File: config.mk
export PLATFORM = sky130hd
export DESIGN_NAME = button_gesture_classifier_top
export DESIGN_NICKNAME = d
export VERILOG_FILES = /design/src/bgc_pkg.sv /design/src/button_gesture_classifier_top.sv /design/src/bgc_front.sv /design/src/bgc_queue.sv
export VERILOG_INCLUDE_DIRS = /design/src /design/src/src
export SDC_FILE = /design/constraint.sdc
export NUM_CORES = 1
export LEC_CHECK = 0
export ABC_CLOCK_PERIOD_IN_PS = 9500
export BUFFER_PORTS_ARGS = -buffer_cell sky130_fd_sc_hd__buf_4
export CORE_ASPECT_RATIO = 0.7
export CORE_MARGIN = 2
export CORE_UTILIZATION = 45
export DETAILED_ROUTE_END_ITERATION = 8
export PLACE_DENSITY = 0.61
export SETUP_SLACK_MARGIN = 0.2
export SYNTH_ARGS = -nofsm -noshare
export SYNTH_HDL_FRONTEND = slang
export SYNTH_SLANG_ARGS = --single-unit
File: constraint.sdc
create_clock -name i_clk -period 9.5 [get_ports i_clk]
set_input_delay 1.9 -clock i_clk [delete_from_list [all_inputs] [get_ports i_clk]]
set_output_delay 1.9 -clock i_clk [all_outputs]
set_load 0.01 [all_outputs]
File: src/assert_macros.svh
// Assertion macros shared by the RTL files.
`ifndef ASSERT_MACROS_SVH
`define ASSERT_MACROS_SVH

// The condition holds at every clock edge outside reset.
`define ASSERT_ALWAYS(label, clk, rst_n, cond, msg) \
    label: assert property (@(posedge clk) disable iff (!rst_n) (cond)) else $error(msg);

// The consequent holds in the clock cycle after the antecedent.
`define ASSERT_NEXT(label, clk, rst_n, ante, cons, msg) \
    label: assert property (@(posedge clk) disable iff (!rst_n) (ante) |=> (cons)) \
        else $error(msg);

`endif

File: src/bgc_pkg.sv
// ----------------------------------------------------------------------------
// bgc_pkg
// Types and constants of the button gesture classifier.
// ----------------------------------------------------------------------------
package bgc_pkg;

    localparam int NUM_PADS = 4;
    localparam int IX_W = (NUM_PADS > 1) ? $clog2(NUM_PADS) : 1;

    localparam int HOLD_W = 17;
    localparam int SETUP_W = 13;
    localparam int COMBO_W = 12;
    localparam logic [SETUP_W-1:0] SETUP_MS = 13'd5000;
    localparam logic [COMBO_W-1:0] COMBO_MS = 12'd2000;

    localparam int Q_DEPTH = 4;
    localparam int Q_PW = 2;
    localparam int Q_CW = 3;

    typedef enum logic [1:0] {
        EV_ACTION = 2'd0,
        EV_WAKE   = 2'd1,
        EV_SETUP  = 2'd2,
        EV_MOUSE  = 2'd3
    } t_kind;

    typedef enum logic [2:0] {
        REG_AS_SHORT = 3'd0,
        REG_AS_LONG  = 3'd1,
        REG_CP_SHORT = 3'd2,
        REG_CP_LONG  = 3'd3,
        REG_HOLD_MS  = 3'd4
    } t_reg;

    typedef enum logic [3:0] {
        ST_IDLE,
        ST_SETUP,
        ST_WAKE,
        ST_ASSIST,
        ST_CAPTURE,
        ST_COMBO,
        ST_ALONG,
        ST_CLONG,
        ST_FLUSH
    } t_fstate;

    typedef struct packed {
        t_kind       kind;
        logic [1:0]  pad;
        logic [7:0]  code;
        logic        last;
    } t_event;

    typedef struct packed {
        logic        push;
        t_event      ev;
    } t_qpush;

    typedef struct packed {
        logic [7:0]  as_short;
        logic [7:0]  as_long;
        logic [7:0]  cp_short;
        logic [7:0]  cp_long;
        logic [15:0] hold_ms;
    } t_cfg;

    function automatic logic [1:0] pad_code(input logic [IX_W-1:0] ix);
        logic [31:0] wide;
        wide = 32'(ix);
        return wide[1:0];
    endfunction

endpackage

File: src/button_gesture_classifier_top.sv
// ----------------------------------------------------------------------------
// button_gesture_classifier_top
// Short and long press detector for the assistant and capture buttons.
// ----------------------------------------------------------------------------
// The input channel takes one item at a time: a controller report or a
// one-millisecond tick. o_ready is high only while no item is in work.
// After it is taken, a report passes through four report steps, three poll
// steps per controller and one closing step, and a tick through the poll
// and closing steps; o_ready returns in the cycle after the closing step, so
// an item is taken only once the last is through. Each check may find one
// event, which waits in a holding register until the next event is found or
// the closing step, and then enters a four-entry queue; the final event of an
// item, marked by o_last, enters in the closing step.
// The output channel shows the head of the queue; o_valid stays high with the
// event unchanged until it is taken. When the receiver stalls, the queue
// fills and the sequencer waits in place, so no event is lost.
// Configuration is written through i_cfg_we, i_cfg_idx and i_cfg_data. The
// user must write it only while the block is idle, which is not enforced.
// Reset clears all controller state, empties the queue and loads the
// register defaults; the block takes items from the first cycle after it.
// ----------------------------------------------------------------------------
module button_gesture_classifier_top (
    input  logic        i_clk,
    input  logic        i_rst_n,
    input  logic        i_valid,
    output logic        o_ready,
    input  logic        i_op,
    input  logic [1:0]  i_pad,
    input  logic        i_key_a,
    input  logic        i_key_assist,
    input  logic        i_key_capture,
    input  logic        i_key_home,
    input  logic        i_key_options,
    input  logic        i_key_menu,
    input  logic        i_host_suspended,
    output logic        o_valid,
    input  logic        i_ready,
    output logic [1:0]  o_event_kind,
    output logic [1:0]  o_event_pad,
    output logic [7:0]  o_action_code,
    output logic        o_last,
    input  logic        i_cfg_we,
    input  logic [2:0]  i_cfg_idx,
    input  logic [15:0] i_cfg_data
);
    import bgc_pkg::*;

    t_cfg   r_cfg;
    t_qpush w_push;
    t_event w_ev;
    logic   w_full;

    always_ff @(posedge i_clk) begin
        if (!i_rst_n) begin
            r_cfg.as_short <= '0;
            r_cfg.as_long  <= '0;
            r_cfg.cp_short <= '0;
            r_cfg.cp_long  <= '0;
            r_cfg.hold_ms  <= 16'd500;
        end else if (i_cfg_we) begin
            case (t_reg'(i_cfg_idx))
                REG_AS_SHORT: r_cfg.as_short <= i_cfg_data[7:0];
                REG_AS_LONG:  r_cfg.as_long  <= i_cfg_data[7:0];
                REG_CP_SHORT: r_cfg.cp_short <= i_cfg_data[7:0];
                REG_CP_LONG:  r_cfg.cp_long  <= i_cfg_data[7:0];
                REG_HOLD_MS:  r_cfg.hold_ms  <= i_cfg_data;
                default: begin
                end
            endcase
        end
    end

    bgc_front u_front (
        .i_clk            (i_clk),
        .i_rst_n          (i_rst_n),
        .i_valid          (i_valid),
        .o_ready          (o_ready),
        .i_op             (i_op),
        .i_pad            (i_pad),
        .i_key_a          (i_key_a),
        .i_key_assist     (i_key_assist),
        .i_key_capture    (i_key_capture),
        .i_key_home       (i_key_home),
        .i_key_options    (i_key_options),
        .i_key_menu       (i_key_menu),
        .i_host_suspended (i_host_suspended),
        .i_cfg            (r_cfg),
        .o_push           (w_push),
        .i_q_full         (w_full)
    );

    bgc_queue u_queue (
        .i_clk   (i_clk),
        .i_rst_n (i_rst_n),
        .i_push  (w_push),
        .o_full  (w_full),
        .o_valid (o_valid),
        .i_ready (i_ready),
        .o_ev    (w_ev)
    );

    assign o_event_kind  = w_ev.kind;
    assign o_event_pad   = w_ev.pad;
    assign o_action_code = w_ev.code;
    assign o_last        = w_ev.last;

endmodule

File: src/bgc_front.sv
// ----------------------------------------------------------------------------
// bgc_front
// Accepts items, updates the per-controller state and sequences the events.
// ----------------------------------------------------------------------------
`include "assert_macros.svh"

module bgc_front (
    input  logic            i_clk,
    input  logic            i_rst_n,
    input  logic            i_valid,
    output logic            o_ready,
    input  logic            i_op,
    input  logic [1:0]      i_pad,
    input  logic            i_key_a,
    input  logic            i_key_assist,
    input  logic            i_key_capture,
    input  logic            i_key_home,
    input  logic            i_key_options,
    input  logic            i_key_menu,
    input  logic            i_host_suspended,
    input  bgc_pkg::t_cfg   i_cfg,
    output bgc_pkg::t_qpush o_push,
    input  logic            i_q_full
);
    import bgc_pkg::*;

    t_fstate r_state, n_state;

    logic [IX_W-1:0] r_pad, r_poll;
    logic r_ka, r_kas, r_kc, r_kh, r_ko, r_km, r_susp;

    logic               r_ah [NUM_PADS];
    logic               r_ad [NUM_PADS];
    logic [HOLD_W-1:0]  r_at [NUM_PADS];
    logic               r_ch [NUM_PADS];
    logic               r_cd [NUM_PADS];
    logic [HOLD_W-1:0]  r_ct [NUM_PADS];
    logic               r_sa [NUM_PADS];
    logic [SETUP_W-1:0] r_st [NUM_PADS];
    logic               r_ca [NUM_PADS];
    logic [COMBO_W-1:0] r_mt [NUM_PADS];
    logic               r_cf [NUM_PADS];

    logic n_ah, n_ad, n_ch, n_cd, n_sa, n_ca, n_cf;
    logic [HOLD_W-1:0]  n_at, n_ct;
    logic [SETUP_W-1:0] n_st;
    logic [COMBO_W-1:0] n_mt;

    t_event r_hold;
    logic   r_hold_vld;

    logic [IX_W-1:0] w_ix;
    logic [IX_W-1:0] w_pad_in;
    logic   w_emit, w_adv, w_wr, w_accept, w_poll_end, w_flush_push;
    t_event w_ev;
    logic [HOLD_W-1:0] w_long;

    assign o_ready  = (r_state == ST_IDLE);
    assign w_accept = i_valid && o_ready;
    assign w_long   = HOLD_W'(i_cfg.hold_ms);
    assign w_poll_end = (r_poll == IX_W'(NUM_PADS - 1));
    assign w_pad_in = (32'(i_pad) >= NUM_PADS) ? '0 : IX_W'(i_pad);
    assign w_ix = (r_state == ST_COMBO || r_state == ST_ALONG || r_state == ST_CLONG)
                  ? r_poll : r_pad;

    always_comb begin
        n_state = r_state;
        w_emit  = 1'b0;
        w_ev    = '0;
        w_ev.pad = pad_code(w_ix);
        n_ah = r_ah[w_ix];
        n_ad = r_ad[w_ix];
        n_at = r_at[w_ix];
        n_ch = r_ch[w_ix];
        n_cd = r_cd[w_ix];
        n_ct = r_ct[w_ix];
        n_sa = r_sa[w_ix];
        n_st = r_st[w_ix];
        n_ca = r_ca[w_ix];
        n_mt = r_mt[w_ix];
        n_cf = r_cf[w_ix];
        case (r_state)
            ST_IDLE: begin
                if (i_valid) begin
                    n_state = i_op ? ST_COMBO : ST_SETUP;
                end
            end
            ST_SETUP: begin
                if (r_kh && r_ko && r_km) begin
                    if (!n_sa) begin
                        n_sa = 1'b1;
                        n_st = '0;
                    end else if (n_st > SETUP_MS) begin
                        w_emit = 1'b1;
                        w_ev.kind = EV_SETUP;
                        n_st = '0;
                    end
                end else begin
                    n_sa = 1'b0;
                    n_st = '0;
                end
                n_state = ST_WAKE;
            end
            ST_WAKE: begin
                if (r_susp && (r_ka || r_kas || r_kc)) begin
                    w_emit = 1'b1;
                    w_ev.kind = EV_WAKE;
                end
                n_state = ST_ASSIST;
            end
            ST_ASSIST: begin
                if (r_kas && !n_ah) begin
                    n_ah = 1'b1;
                    n_ad = 1'b0;
                    n_at = '0;
                end else if (!r_kas && n_ah) begin
                    if (!n_ad) begin
                        w_emit = 1'b1;
                        w_ev.kind = EV_ACTION;
                        w_ev.code = i_cfg.as_short;
                    end
                    n_ah = 1'b0;
                    n_ad = 1'b0;
                end
                n_state = ST_CAPTURE;
            end
            ST_CAPTURE: begin
                if (r_kc && !n_ch) begin
                    n_ch = 1'b1;
                    n_cd = 1'b0;
                    n_ct = '0;
                end else if (!r_kc && n_ch) begin
                    if (!n_cd) begin
                        w_emit = 1'b1;
                        w_ev.kind = EV_ACTION;
                        w_ev.code = i_cfg.cp_short;
                    end
                    n_ch = 1'b0;
                    n_cd = 1'b0;
                end
                if (r_kas && r_kc) begin
                    if (!n_ca) begin
                        n_ca = 1'b1;
                        n_mt = '0;
                    end
                end else if (!r_kas && !r_kc) begin
                    n_ca = 1'b0;
                    n_mt = '0;
                    n_cf = 1'b0;
                end
                n_state = ST_COMBO;
            end
            ST_COMBO: begin
                if (n_ca && !n_cf) begin
                    if (n_mt > COMBO_MS) begin
                        n_cf = 1'b1;
                        w_emit = 1'b1;
                        w_ev.kind = EV_MOUSE;
                    end else begin
                        n_ad = 1'b1;
                        n_cd = 1'b1;
                    end
                end
                n_state = ST_ALONG;
            end
            ST_ALONG: begin
                if (n_ah && !n_ad && n_at >= w_long) begin
                    n_ad = 1'b1;
                    w_emit = 1'b1;
                    w_ev.kind = EV_ACTION;
                    w_ev.code = i_cfg.as_long;
                end
                n_state = ST_CLONG;
            end
            ST_CLONG: begin
                if (n_ch && !n_cd && n_ct >= w_long) begin
                    n_cd = 1'b1;
                    w_emit = 1'b1;
                    w_ev.kind = EV_ACTION;
                    w_ev.code = i_cfg.cp_long;
                end
                n_state = w_poll_end ? ST_FLUSH : ST_COMBO;
            end
            ST_FLUSH: begin
                if (!r_hold_vld || !i_q_full) begin
                    n_state = ST_IDLE;
                end
            end
            default: begin
                n_state = ST_IDLE;
            end
        endcase
        w_adv = !(w_emit && r_hold_vld && i_q_full);
        if (!w_adv) begin
            n_state = r_state;
        end
    end

    assign w_wr = w_adv && (r_state != ST_IDLE) && (r_state != ST_FLUSH);
    assign w_flush_push = (r_state == ST_FLUSH) && r_hold_vld && !i_q_full;

    always_comb begin
        o_push.push = (w_emit && r_hold_vld && w_adv) || w_flush_push;
        o_push.ev = r_hold;
        o_push.ev.last = (r_state == ST_FLUSH);
    end

    always_ff @(posedge i_clk) begin
        if (!i_rst_n) begin
            r_state <= ST_IDLE;
        end else begin
            r_state <= n_state;
        end
    end

    always_ff @(posedge i_clk) begin
        if (!i_rst_n) begin
            r_hold_vld <= 1'b0;
            r_poll <= '0;
        end else begin
            if (w_emit && w_adv) begin
                r_hold_vld <= 1'b1;
            end else if (w_flush_push) begin
                r_hold_vld <= 1'b0;
            end
            if (w_accept) begin
                r_poll <= '0;
            end else if (r_state == ST_CLONG && w_adv && !w_poll_end) begin
                r_poll <= r_poll + 1'b1;
            end
        end
    end

    always_ff @(posedge i_clk) begin
        if (w_emit && w_adv) begin
            r_hold <= w_ev;
        end
        if (w_accept) begin
            r_pad  <= w_pad_in;
            r_ka   <= i_key_a;
            r_kas  <= i_key_assist;
            r_kc   <= i_key_capture;
            r_kh   <= i_key_home;
            r_ko   <= i_key_options;
            r_km   <= i_key_menu;
            r_susp <= i_host_suspended;
        end
    end

    always_ff @(posedge i_clk) begin
        if (!i_rst_n) begin
            for (int i = 0; i < NUM_PADS; i++) begin
                r_ah[i] <= 1'b0;
                r_ad[i] <= 1'b0;
                r_at[i] <= '0;
                r_ch[i] <= 1'b0;
                r_cd[i] <= 1'b0;
                r_ct[i] <= '0;
                r_sa[i] <= 1'b0;
                r_st[i] <= '0;
                r_ca[i] <= 1'b0;
                r_mt[i] <= '0;
                r_cf[i] <= 1'b0;
            end
        end else if (w_accept && i_op) begin
            for (int i = 0; i < NUM_PADS; i++) begin
                if (r_ah[i] && !(&r_at[i])) begin
                    r_at[i] <= r_at[i] + 1'b1;
                end
                if (r_ch[i] && !(&r_ct[i])) begin
                    r_ct[i] <= r_ct[i] + 1'b1;
                end
                if (r_sa[i] && !(&r_st[i])) begin
                    r_st[i] <= r_st[i] + 1'b1;
                end
                if (r_ca[i] && !(&r_mt[i])) begin
                    r_mt[i] <= r_mt[i] + 1'b1;
                end
            end
        end else if (w_wr) begin
            r_ah[w_ix] <= n_ah;
            r_ad[w_ix] <= n_ad;
            r_at[w_ix] <= n_at;
            r_ch[w_ix] <= n_ch;
            r_cd[w_ix] <= n_cd;
            r_ct[w_ix] <= n_ct;
            r_sa[w_ix] <= n_sa;
            r_st[w_ix] <= n_st;
            r_ca[w_ix] <= n_ca;
            r_mt[w_ix] <= n_mt;
            r_cf[w_ix] <= n_cf;
        end
    end

    `ASSERT_NEXT(a_flush_done, i_clk, i_rst_n, r_state == ST_FLUSH && !r_hold_vld, r_state == ST_IDLE, "flush did not return to idle")
    `ASSERT_ALWAYS(a_poll_range, i_clk, i_rst_n, 32'(r_poll) < NUM_PADS, "poll index out of range")
    `ASSERT_NEXT(a_tick_poll, i_clk, i_rst_n, w_accept && i_op, r_state == ST_COMBO && r_poll == '0, "tick did not start the poll")

endmodule

File: src/bgc_queue.sv
// ----------------------------------------------------------------------------
// bgc_queue
// Event queue between the sequencer and the output channel.
// ----------------------------------------------------------------------------
`include "assert_macros.svh"

module bgc_queue (
    input  logic            i_clk,
    input  logic            i_rst_n,
    input  bgc_pkg::t_qpush i_push,
    output logic            o_full,
    output logic            o_valid,
    input  logic            i_ready,
    output bgc_pkg::t_event o_ev
);
    import bgc_pkg::*;

    t_event          r_mem [Q_DEPTH];
    logic [Q_PW-1:0] r_wp, r_rp;
    logic [Q_CW-1:0] r_cnt;
    logic            w_pop;

    assign o_full  = (r_cnt == Q_CW'(Q_DEPTH));
    assign o_valid = (r_cnt != '0);
    assign o_ev    = r_mem[r_rp];
    assign w_pop   = o_valid && i_ready;

    always_ff @(posedge i_clk) begin
        if (!i_rst_n) begin
            r_wp  <= '0;
            r_rp  <= '0;
            r_cnt <= '0;
        end else begin
            if (i_push.push) begin
                r_wp <= r_wp + 1'b1;
            end
            if (w_pop) begin
                r_rp <= r_rp + 1'b1;
            end
            if (i_push.push && !w_pop) begin
                r_cnt <= r_cnt + 1'b1;
            end else if (!i_push.push && w_pop) begin
                r_cnt <= r_cnt - 1'b1;
            end
        end
    end

    always_ff @(posedge i_clk) begin
        if (i_push.push) begin
            r_mem[r_wp] <= i_push.ev;
        end
    end

    `ASSERT_ALWAYS(a_no_overflow, i_clk, i_rst_n, !(i_push.push && o_full), "push into a full queue")
    `ASSERT_ALWAYS(a_cnt_range, i_clk, i_rst_n, 32'(r_cnt) <= Q_DEPTH, "queue count out of range")
    `ASSERT_NEXT(a_pop_cnt, i_clk, i_rst_n, w_pop && !i_push.push, r_cnt == $past(r_cnt) - 1'b1, "pop did not shrink the queue")

endmodule
==> summary.md <==
| Metric | Value |
|---|---|
| Outcome | complete, no violations |
| Synth Instances | slightly above 2000 |
| Post-Syn Nets | about 2100 |
| Number of synthesized flops with an enable pin | about 320 |
| Worst path arrival time | roughly 7800 ps |
| Final global-route overflow total | 0 |
| Async set-reset flop share out of synthesis | 0% |
| Hold-fix buffers, CTS | 0 |
| Period utilization | between 70% and 80% |
| Worst slew pin tran | 1212 ps |
| Yosys top cell by area | edfxtp_1 |
| Fillcell total | between 4000 and 5000 |
| FF/Latch Area | ~11000 um2 |
| CTS clk-pin slew, worst paths | about 60 ps |
| Row cnt | 68 |
| Highest metal used | met5 |
| Met2 wire len | around 25000 um |
| Post-synthesis mux area share | a little under a tenth |
| First-pass GRT wire length | 98080 um |
| Pre-Repair DR Iteration Count | 6 |
| Clock Tree Root | clkbuf_16 |
| ANT cells | 0 |
| Starting Density | a little under half |
| Top cell by count, worst path | buf_4 |
| Max Fclk | 0.1326 GHz |
| Worst Hold Class | flop to flop |
| Internal | roughly 0.0038 W |
| Mapped Area | 22720 um2 |
| CP peak stage delay | between 800 and 900 ps |
| Xor-xnor portion of the synthesized cell area | under 10% |
| Switching power | around 0.0021 W |
| Met3 routed WL | 7840 um |
| Chip height | 192.0 um |
| Synth Area in Simple Gates | between 10% and 20% |
| Die Width | about 270 um |
| Flop pwr share | a little over two fifths |
| Detailed Place HPWL | ~46000 um |
| Sw Share | 35.97% |
| Cts repair resizes | 0 |
| Die area | about 52000 um2 |
| TritonCTS clock tree | built |
| Power Total | about 0.006 W |
| GRT Resource Usage Total | around 24% |
| Final setup viols | 0 |
| PD cells | 234.8 nW/um2 |
| Type of origin of the critical path | flop |
| Mapped Avg Cell Area | approximately 11 um2 |
| Final Hold Fails | 0 |
| Max Cap Violations | 0 |
| I/O pin count | 49 |
| Area added between synthesis and finish | 9.972% |
| Compound-gate portion of the synthesized area | about 12% |
| Yosys warns | 0 |
| Leakage dissipation | 8.564 nW |
| Skew final | roughly 24 ps |
| Via/cell ratio | 6.264 |
| Endpoint type of the worst setup path | flop |
| Slowest cell on crit path | o41ai_4 |
| DR vias | 17270 |
| Slew margin rel. | between 15 and 20% |
| Clock power frac | between 20 and 30% |
| RSZ-0062 raised after global routing | false |
| Input/output buffers | 48 |
| Combinational share of power | approximately 29% |
| Multi-input gate area in the final layout | between 10000 and 15000 um2 |
| DR WL/cell | around 23 um |
| Clock tree buffer depth | 3 |
| Gpl congestion | 0.9175 |
| H-tree depth | 2 |
| Min Tclk post-route | 7540 ps |
| Main combinational cell family by area after synthesis | simple AND/OR/NAND/NOR gates |
| Distinct cells, synth | 75 |
| Top cell type's share of synthesized area | a little over two fifths |
| Area share of fa/ha/maj cells after synthesis | ~3.5% |
| Number of synthesized register bits | 401 |
| CTS Buf Count | 42 |
| Setup CP Type | flop to flop |
| DRC errors left | 0 |
| Antenna violations before repair | 1 |
| Vias in the first global route | 15930 |
| Iter 0 DRT Violations | around 2000 |
| Worst Path Max Fanout | 40 |
| Largest net degree at the start of global routing | 76 |
| Worst VDD drop | between 0.1 and 0.15 mV |
| Setup Buffers After CTS | 0 |
| Layout cells sized above 1 | between 10% and 20% |
| Main flop type after synthesis | edfxtp_1 |
| Sum Neg Setup Slack | 0 ps |
| Clk_lat worst skew | roughly 590 ps |
| Final net count | roughly 2200 |
| Clk sink count | between 400 and 500 |
| Core Region | between 40000 and 50000 um2 |
| Critical path required time | ~9800 ps |
| DRT Wirelength | around 64000 um |
| Final slew viol count | 0 |
| Top cells by area, synth | edfxtp_1 42%, dfxtp_1 7.5%, mux4_2 7.2% |
| Seq/Total Area, Yosys | between 40% and 50% |
| Met1 WL | approximately 31000 um |
| Post-detailed-route count of antenna-violating nets | 0 |
| Worst-path cell chain | nand2b_1 -> nor3_2 -> nor2_2 -> inv_2 -> buf_4 -> mux4_2 -> ha_1 -> a21oi_1 -> nand2_1 -> a21oi_1 -> or3_1 -> a31oi_1 -> o31a_1 -> o41ai_4 -> nand4_4 -> buf_4 -> o311ai_2 -> buf_4 |
==> per-stage QoR <==
stage          setup WS (ps)  util [%]  cells  hold WS [ps]  instance area, um2
4_1_cts                 2044     50.37   2757         467.0               24980
5_1_grt                 1579     50.38   2757         487.7               24990
6_report                1960     50.38   2757         465.3               24990
3_5_place_dp            2051     47.66   2679         457.4               23640
3_3_place_gp            2265     47.66   2679         449.5               23640
2_1_floorplan           2873         -   2050         435.3               22720
==> cell type report <==
cell class | instances | area share (%)
sequential | 401 | 44.78
clock buffer | 61 | 4.742
tap | 665 | 3.330
clock inverter | 17 | 0.6359
timing repair buffer | 67 | 2.013
inverter | 60 | 0.9063
multi-input combinational | 1486 | 43.59
==> cells in the final DEF, fill, tap and decap left out, types with 18 or more instances in the layout <==
| cell | Yosys | routed |
|---|---|---|
| a21boi_0 | 38 | 38 |
| and3_1 | 67 | 67 |
| nor3_1 | 23 | 23 |
| nand2b_1 | 19 | 19 |
| and2_1 | 19 | 18 |
| clkbuf_16 | 0 | 44 |
| edfxtp_1 | 316 | 316 |
| nand4_1 | 21 | 21 |
| nand2_1 | 291 | 291 |
| nand3_1 | 115 | 115 |
| mux2i_1 | 42 | 42 |
| inv_1 | 57 | 57 |
| nor2_1 | 85 | 85 |
| ha_1 | 62 | 62 |
| dfxtp_1 | 85 | 85 |
| buf_4 | 5 | 67 |
| mux4_2 | 73 | 73 |
| o22ai_1 | 226 | 226 |
| xor2_1 | 89 | 89 |
| xnor2_1 | 109 | 109 |
==> flip-flops by register name, summed over array words and instances (netlist names), 2 cells and up, named ones only <==
| name | flops |
|---|---|
| u_front.r_at | 68 |
| u_front.r_ct | 68 |
| u_front.r_st | 52 |
| u_queue.r_mem | 52 |
| r_cfg | 48 |
| u_front.r_mt | 48 |
| u_front.o_push | 12 |
| u_front.r_ad | 4 |
| u_front.r_ah | 4 |
| u_front.r_ca | 4 |
| u_front.r_cd | 4 |
| u_front.r_cf | 4 |
| u_front.r_ch | 4 |
| u_front.r_sa | 4 |
| u_front.r_state | 4 |
| u_queue.r_cnt | 3 |
| u_front.r_pad | 2 |
| u_front.r_poll | 2 |
| u_queue.r_rp | 2 |
| u_queue.r_wp | 2 |
==> power groups by stage <==
stage                     logic (W)  registers (W)  clock network, W
after detailed placement    0.00165        0.00255                 0
after CTS                   0.00165        0.00251           0.00168
final                       0.00169        0.00253           0.00165
after global routing        0.00182        0.00256           0.00174
after global placement      0.00162        0.00254                 0
after floorplan             0.00121        0.00240                 0
==> metal layers <==
metal,GRT usage (%),up-vias
met4,4.248,2
met5,0,-
met3,7.588,61
li1,-,7863
met2,32.25,867
met1,38.76,8477
==> kinds of logic (layout without fill, tap and decap cells) <==
group / after synthesis / in the layout
DFF: 401 / 401
adders and majority gates: 63 / 63
and+or+nand+nor: 710 / 710
xor gates and xnor gates: 198 / 198
muxes: 117 / 117
AOI/OAI and AO/OA: 398 / 398
buffers and inverters: 163 / 205
==> Yosys cell counts (all sizes together), types with 12 or more instances <==
cell / n
nand3b: 15
nor3: 25
inv: 60
nor2b: 12
nor2: 87
and2: 19
nand3: 116
xnor2: 109
a211oi: 12
buf: 42
o22ai: 236
a21oi: 15
ha: 62
o211ai: 14
and3: 67
a21boi: 39
xor2: 89
nand2: 291
edfxtp: 316
mux4: 73
clkbuf: 61
dfxtp: 85
mux2i: 42
nand2b: 19
nand4: 25
==> critical path, delay by kind of cell (launching register included) <==
kind                     cells  cell delay (ps)
AND/OR/NAND/NOR              6             2210
flip-flops                   1              520
adder cells (fa/ha/maj)      1              330
AO/OA/AOI/OAI                6             1900
multiplexers                 1              380
buffers and inverters        4             1830
==> path summary, 6_finish.rpt <==
path / end / cells past startpoint / slack (ps) / start
max: u_front.r_at[2][13]$_DFFE_PP_ / 18 / 1960 / u_front.r_state[2]$_SDFFE_PN0P_
min: r_cfg[38]$_SDFFE_PN0P_ / 2 / 470 / r_cfg[38]$_SDFFE_PN0P_
max reg2reg: u_front.r_at[2][13]$_DFFE_PP_ / 18 / 1960 / u_front.r_state[2]$_SDFFE_PN0P_
min reg2reg: r_cfg[38]$_SDFFE_PN0P_ / 2 / 470 / r_cfg[38]$_SDFFE_PN0P_
Note: power is estimated with default switching activity, not from simulation.
